`src/bot_pkg.sv`:
```
`timescale 1ns / 1ps
`default_nettype none
// ----------------------------------------------------------------------------
// bot_pkg: shared types for the bounding box overlap tracker
// Beat types, result codes, register indexes and the box overlap test.
// ----------------------------------------------------------------------------
package bot_pkg;

   localparam int COORD_W = 12;
   localparam int SIZE_W  = 13;
   localparam int OFFS_W  = 10;
   localparam int OID_W   = 6;
   localparam int ID_W    = 8;
   localparam int CNT_W   = 9;

   typedef enum logic [1:0] {
      CODE_NONE  = 2'd0,
      CODE_MATCH = 2'd1,
      CODE_NEW   = 2'd2,
      CODE_FULL  = 2'd3
   } code_type;

   localparam logic [1:0] CSR_Y_START     = 2'd0;
   localparam logic [1:0] CSR_Y_END       = 2'd1;
   localparam logic [1:0] CSR_EDGE_OFFSET = 2'd2;

   typedef struct packed {
      logic [COORD_W-1:0] point_x;
      logic [COORD_W-1:0] point_y;
      logic               last_point;
   } req_type;

   typedef struct packed {
      logic [OID_W-1:0]   object_id;
      logic [1:0]         result_code;
      logic [COORD_W-1:0] box_left;
      logic [COORD_W-1:0] box_top;
      logic [SIZE_W-1:0]  box_width;
      logic [SIZE_W-1:0]  box_height;
   } rsp_type;

   typedef struct packed {
      logic [COORD_W-1:0] min_x;
      logic [COORD_W-1:0] min_y;
      logic [COORD_W-1:0] max_x;
      logic [COORD_W-1:0] max_y;
   } box_type;

   typedef struct packed {
      logic            active;
      logic            matched;
      logic [ID_W-1:0] id;
   } tok_type;

   typedef struct packed {
      logic             new_wr;
      logic [CNT_W-1:0] count;
   } ctl_type;

   function automatic logic boxes_overlap(input box_type a, input box_type b);
      boxes_overlap = (a.min_x <= b.max_x) && (a.max_x >= b.min_x) &&
                      (a.min_y <= b.max_y) && (a.max_y >= b.min_y);
   endfunction

endpackage
`default_nettype wire

```
`src/bot_cell.sv`:
```
`timescale 1ns / 1ps
`default_nettype none
// ----------------------------------------------------------------------------
// bot_cell: one table entry of the tracker chain
// Holds one stored box, loaded as a new entry; compares it with the broadcast
// box when the token passes, overwrites it on overlap and hands the token on.
// ----------------------------------------------------------------------------
module bot_cell import bot_pkg::*; #(
   parameter int INDEX = 0
) (
   input  wire     clock,
   input  wire     reset,
   input  box_type box,
   input  ctl_type ctl,
   input  tok_type tok_in,
   output tok_type tok_out
);

   box_type entry_ff;
   tok_type tok_ff;
   tok_type tok_in_next;
   logic    in_range;
   logic    hit;
   logic    new_sel;

   assign in_range = CNT_W'(INDEX) < ctl.count;
   assign hit      = tok_in.active && in_range && boxes_overlap(box, entry_ff);
   assign new_sel  = ctl.new_wr && (ctl.count == CNT_W'(INDEX));

   always_comb begin
      tok_in_next.active  = tok_in.active;
      tok_in_next.matched = tok_in.matched | hit;
      tok_in_next.id      = hit ? ID_W'(INDEX) : tok_in.id;
   end

   always_ff @(posedge clock) begin
      if (reset) begin
         tok_ff <= '0;
      end else begin
         tok_ff <= tok_in_next;
      end
   end

   always_ff @(posedge clock) begin
      if (hit || new_sel) begin
         entry_ff <= box;
      end
   end

   assign tok_out = tok_ff;

endmodule
`default_nettype wire

```
`config.mk`:
```
export PLATFORM = sky130hd
export DESIGN_NAME = bot_cell
export DESIGN_NICKNAME = d
export VERILOG_FILES = /design/src/bot_pkg.sv /design/src/bot_cell.sv
export SDC_FILE = /design/constraint.sdc
export NUM_CORES = 1
export LEC_CHECK = 0
export BUFFER_PORTS_ARGS = -buffer_cell sky130_fd_sc_hd__buf_2
export CAP_MARGIN = 15
export CORE_ASPECT_RATIO = 1.1
export CORE_MARGIN = 10
export CORE_UTILIZATION = 50
export DETAILED_ROUTE_END_ITERATION = 10
export PLACE_DENSITY = 0.86
export SYNTH_ARGS = -nofsm -noshare
export SYNTH_HDL_FRONTEND = slang
export SYNTH_SLANG_ARGS = --single-unit
```
`constraint.sdc`:
```
create_clock -name clock -period 4.2 [get_ports clock]
set_clock_uncertainty 0.1 [all_clocks]
set_input_delay 0.63 -clock clock [delete_from_list [all_inputs] [get_ports clock]]
set_output_delay 0.63 -clock clock [all_outputs]
set_load 0.02 [all_outputs]
```
==> metrics.md <==
| Metric | Value |
|---|---|
| Run status | finished, final reports clean |
| Initial Util | 51.3% |
| Post-route setup slack | 1.02 ns |
| DRC | 0 |
| RSZ-0062 raised after global routing | false |
| Die height | 101 um |
| Placer Congestion | 0.787 |
| Worst Hold Class | input pin to flop |
| Fin. Hold Viols | 0 |
| Post-synthesis cell area | 2960 um2 |
| Area Overhead vs Synth | 23.1% |
| Non-Filler Instances | 412 |
| Clock Sinks | 58 |
| DRT Pass-1 Iters | 4 |
| Commonest cells in the netlist | 51 x inv_1, 48 x edfxtp_1, 48 x ha_1 |
| Worst Tran Pin Value | 0.596 ns |
| CTS H-tree lvls | 3 |
| Reg clk slew, reported paths | 0.07 ns |
| First-pass GRT wire length | 10600 um |
| Post-route ant nets | 0 |
| Top cells by area, synth | edfxtp_1 49%, ha_1 20%, dfxtp_1 6.8%, inv_1 6.5%, a21oi_1 2.7% |
| Clock buffer depth | 2 |
| Worst Path Buf+Inv | 2 |
| Area of the multi-input gates | 1120 um2 |
| Number of global-route vias before repair | 2320 |
| Total number of vias | 2087 |
| Die footprint | 9400 um2 |
| Pre-CTS worst setup slack | 0.648 ns |
| Root buffer cell | clkbuf_8 |
| Largest net degree at the start of global routing | 30 |
| P_leak | 1.75 nW |
| Syn avg cell area | 12.3 um2 |
| Final Setup Violations | 0 |
| Overflow left after global routing | 0 |
| Drt total wl | 6490 um |
| Pins Over Slew Limit | 0 |
| Avg WL per Cell | 15.7 um |
| Initial antenna violation count | 0 |
| Count of state elements after synthesis | 58 |
| Fmax | 0.314 GHz |
| Final period util | 75.8% |
| Inserted Clock Buffers | 9 |
| Crit path DAT | 3.11 ns |
| Fill cell count | 467 |
| Synth cell types | 33 |
| Layout Utilization | 63.2% |
| Slowest CP cell | nor4_4 |
| Reported max-cap violation count | 0 |
| Min cycle time layout | 3.18 ns |
| Final nets | 448 |
| Setup_tns | 0 ns |
| Vias per inst | 5.07 |
| Number of I/O pins | 80 |
| Critical path's top delay family | compound AO/OA/AOI/OAI gates |
| Initial detailed-routing violation count | 63 |
| VDD IR max | 230 uV |
| Seq. cell area | 1640 um2 |
| Post-synthesis async set-or-reset flop share | 0% |
| Antenna diodes | 0 |
| Crit path largest cell delay | 0.58 ns |
| Mapped Cells | 240 |
| DP Wirelength | 5300 um |
| Crit path cell chain | buf_2 > ha_1 > a21oi_1 > o21ai_2 > nor3_1 > a211o_1 > nor4_4 > a41o_2 > buf_12 |
| Overall routing resource usage | 14.4% |
| Top cell type's share of synthesized area | 48.7% |
| Post-synth EDFFs | 48 |
| Critical Path RT | 4.12 ns |
| Mapped Nets | 358 |
| Min Hold Slack | 0.390 ns |
| Most frequent cell after synthesis | inv_1 |
| Core Rows | 29 |
| Critical path endpoint category | flop |
| Share of the yosys chip area belonging to registers | 55.5% |
| PwrDens | 335 nW/um2 |
| Input/output buffers | 79 |
| Core Region | 5770 um2 |
| # hold bufs at CTS | 0 |
| Clock Latency Late Sink | 0.33 ns |
| CTS resizes | 0 |
| YS warnings | 0 |
| Relative slew slack | 60.0% |
| Kind of critical path | input pin to flop |
| Postcts setup bufs | 0 |
| Startpoint types | input pin |
| Placed cells | 396 |
| Synth area leader | edfxtp_1 |
| Layout cells sized above 1 | 30.1% |
| Horiz. Die Dim | 93.4 um |
| Prevailing post-synth register cell | edfxtp_1 |
| Crit-path max FO | 29 |
| CTS tree | done |
## sequential cells by signal, indices dropped and copies added, names as in the netlist
signal / count
tok_out: 10
entry_ff: 48
## final timing paths
| path | cells after the start | slack (ns) | endpoint | startpoint |
|---|---|---|---|---|
| max | 9 | 1.02 | entry_ff[26]$_DFFE_PP_ | box[9] |
| min | 1 | 0.39 | entry_ff[12]$_DFFE_PP_ | box[12] |
| max reg2reg | 9 | 1.09 | entry_ff[26]$_DFFE_PP_ | entry_ff[33]$_DFFE_PP_ |
| min reg2reg | 7 | 1.06 | tok_out[8]$_SDFF_PP0_ | entry_ff[23]$_DFFE_PP_ |
## layout by cell type (no fill, tap or decap), drive strengths merged, types with 2 or more instances in the layout
cell,n
nand3,5
edfxtp,48
nor3,2
buf,80
nor3b,8
nor2b,2
nor4,3
dfxtp,10
nand2,5
nand4,8
clkbuf,10
ha,48
nor2,6
inv,56
a21o,5
a211oi,3
o21ai,6
a21oi,16
## stage by stage
| stage | cell area (um2) | power, mW |
|---|---|---|
| after CTS | 3640 | 1.23 |
| after floorplan | 2960 | 0.711 |
| after global placement | 3470 | 0.769 |
| after detailed placement | 3470 | 0.775 |
| final | 3640 | 1.22 |
| after global routing | 3640 | 1.28 |
## cells by family (layout without fill, tap and decap cells)
logic type,count (synthesis),count (layout),share of synthesized area [%]
adder cells (fa/ha/maj),48,48,20.3
flip-flops,58,58,55.5
buffers and inverters,52,147,6.59
AND/OR/NAND/NOR,41,41,8.37
AO/OA/AOI/OAI,41,41,9.30
## per-layer routing
metal | up-vias | GRT usage (%) | share of wire (%)
li1 | 1051 | - | -
met1 | 971 | 16.0 | 42
met2 | 55 | 24.3 | 49
met3 | 10 | 5.29 | 7.1
met4 | 0 | 6.06 | 1.4
met5 | - | 0 | 0
## final cells by class
cell class                      instances  share of cell area, %
Sequential cell                        58                   45.1
Timing Repair Buffer                   80                   11.4
Tap cell                               77                   2.64
Clock inverter                          6                  0.996
Inverter                               51                   5.25
Clock buffer                           10                   3.78
Multi-Input combinational cell        130                   30.9
## power breakdown
group	switching [mW]	internal, mW
sequential	0.00242	0.633
clock	0.229	0.230
combinational	0.0668	0.0586
total	0.298	0.922
No activity file was read; power rests on OpenSTA's default activity.
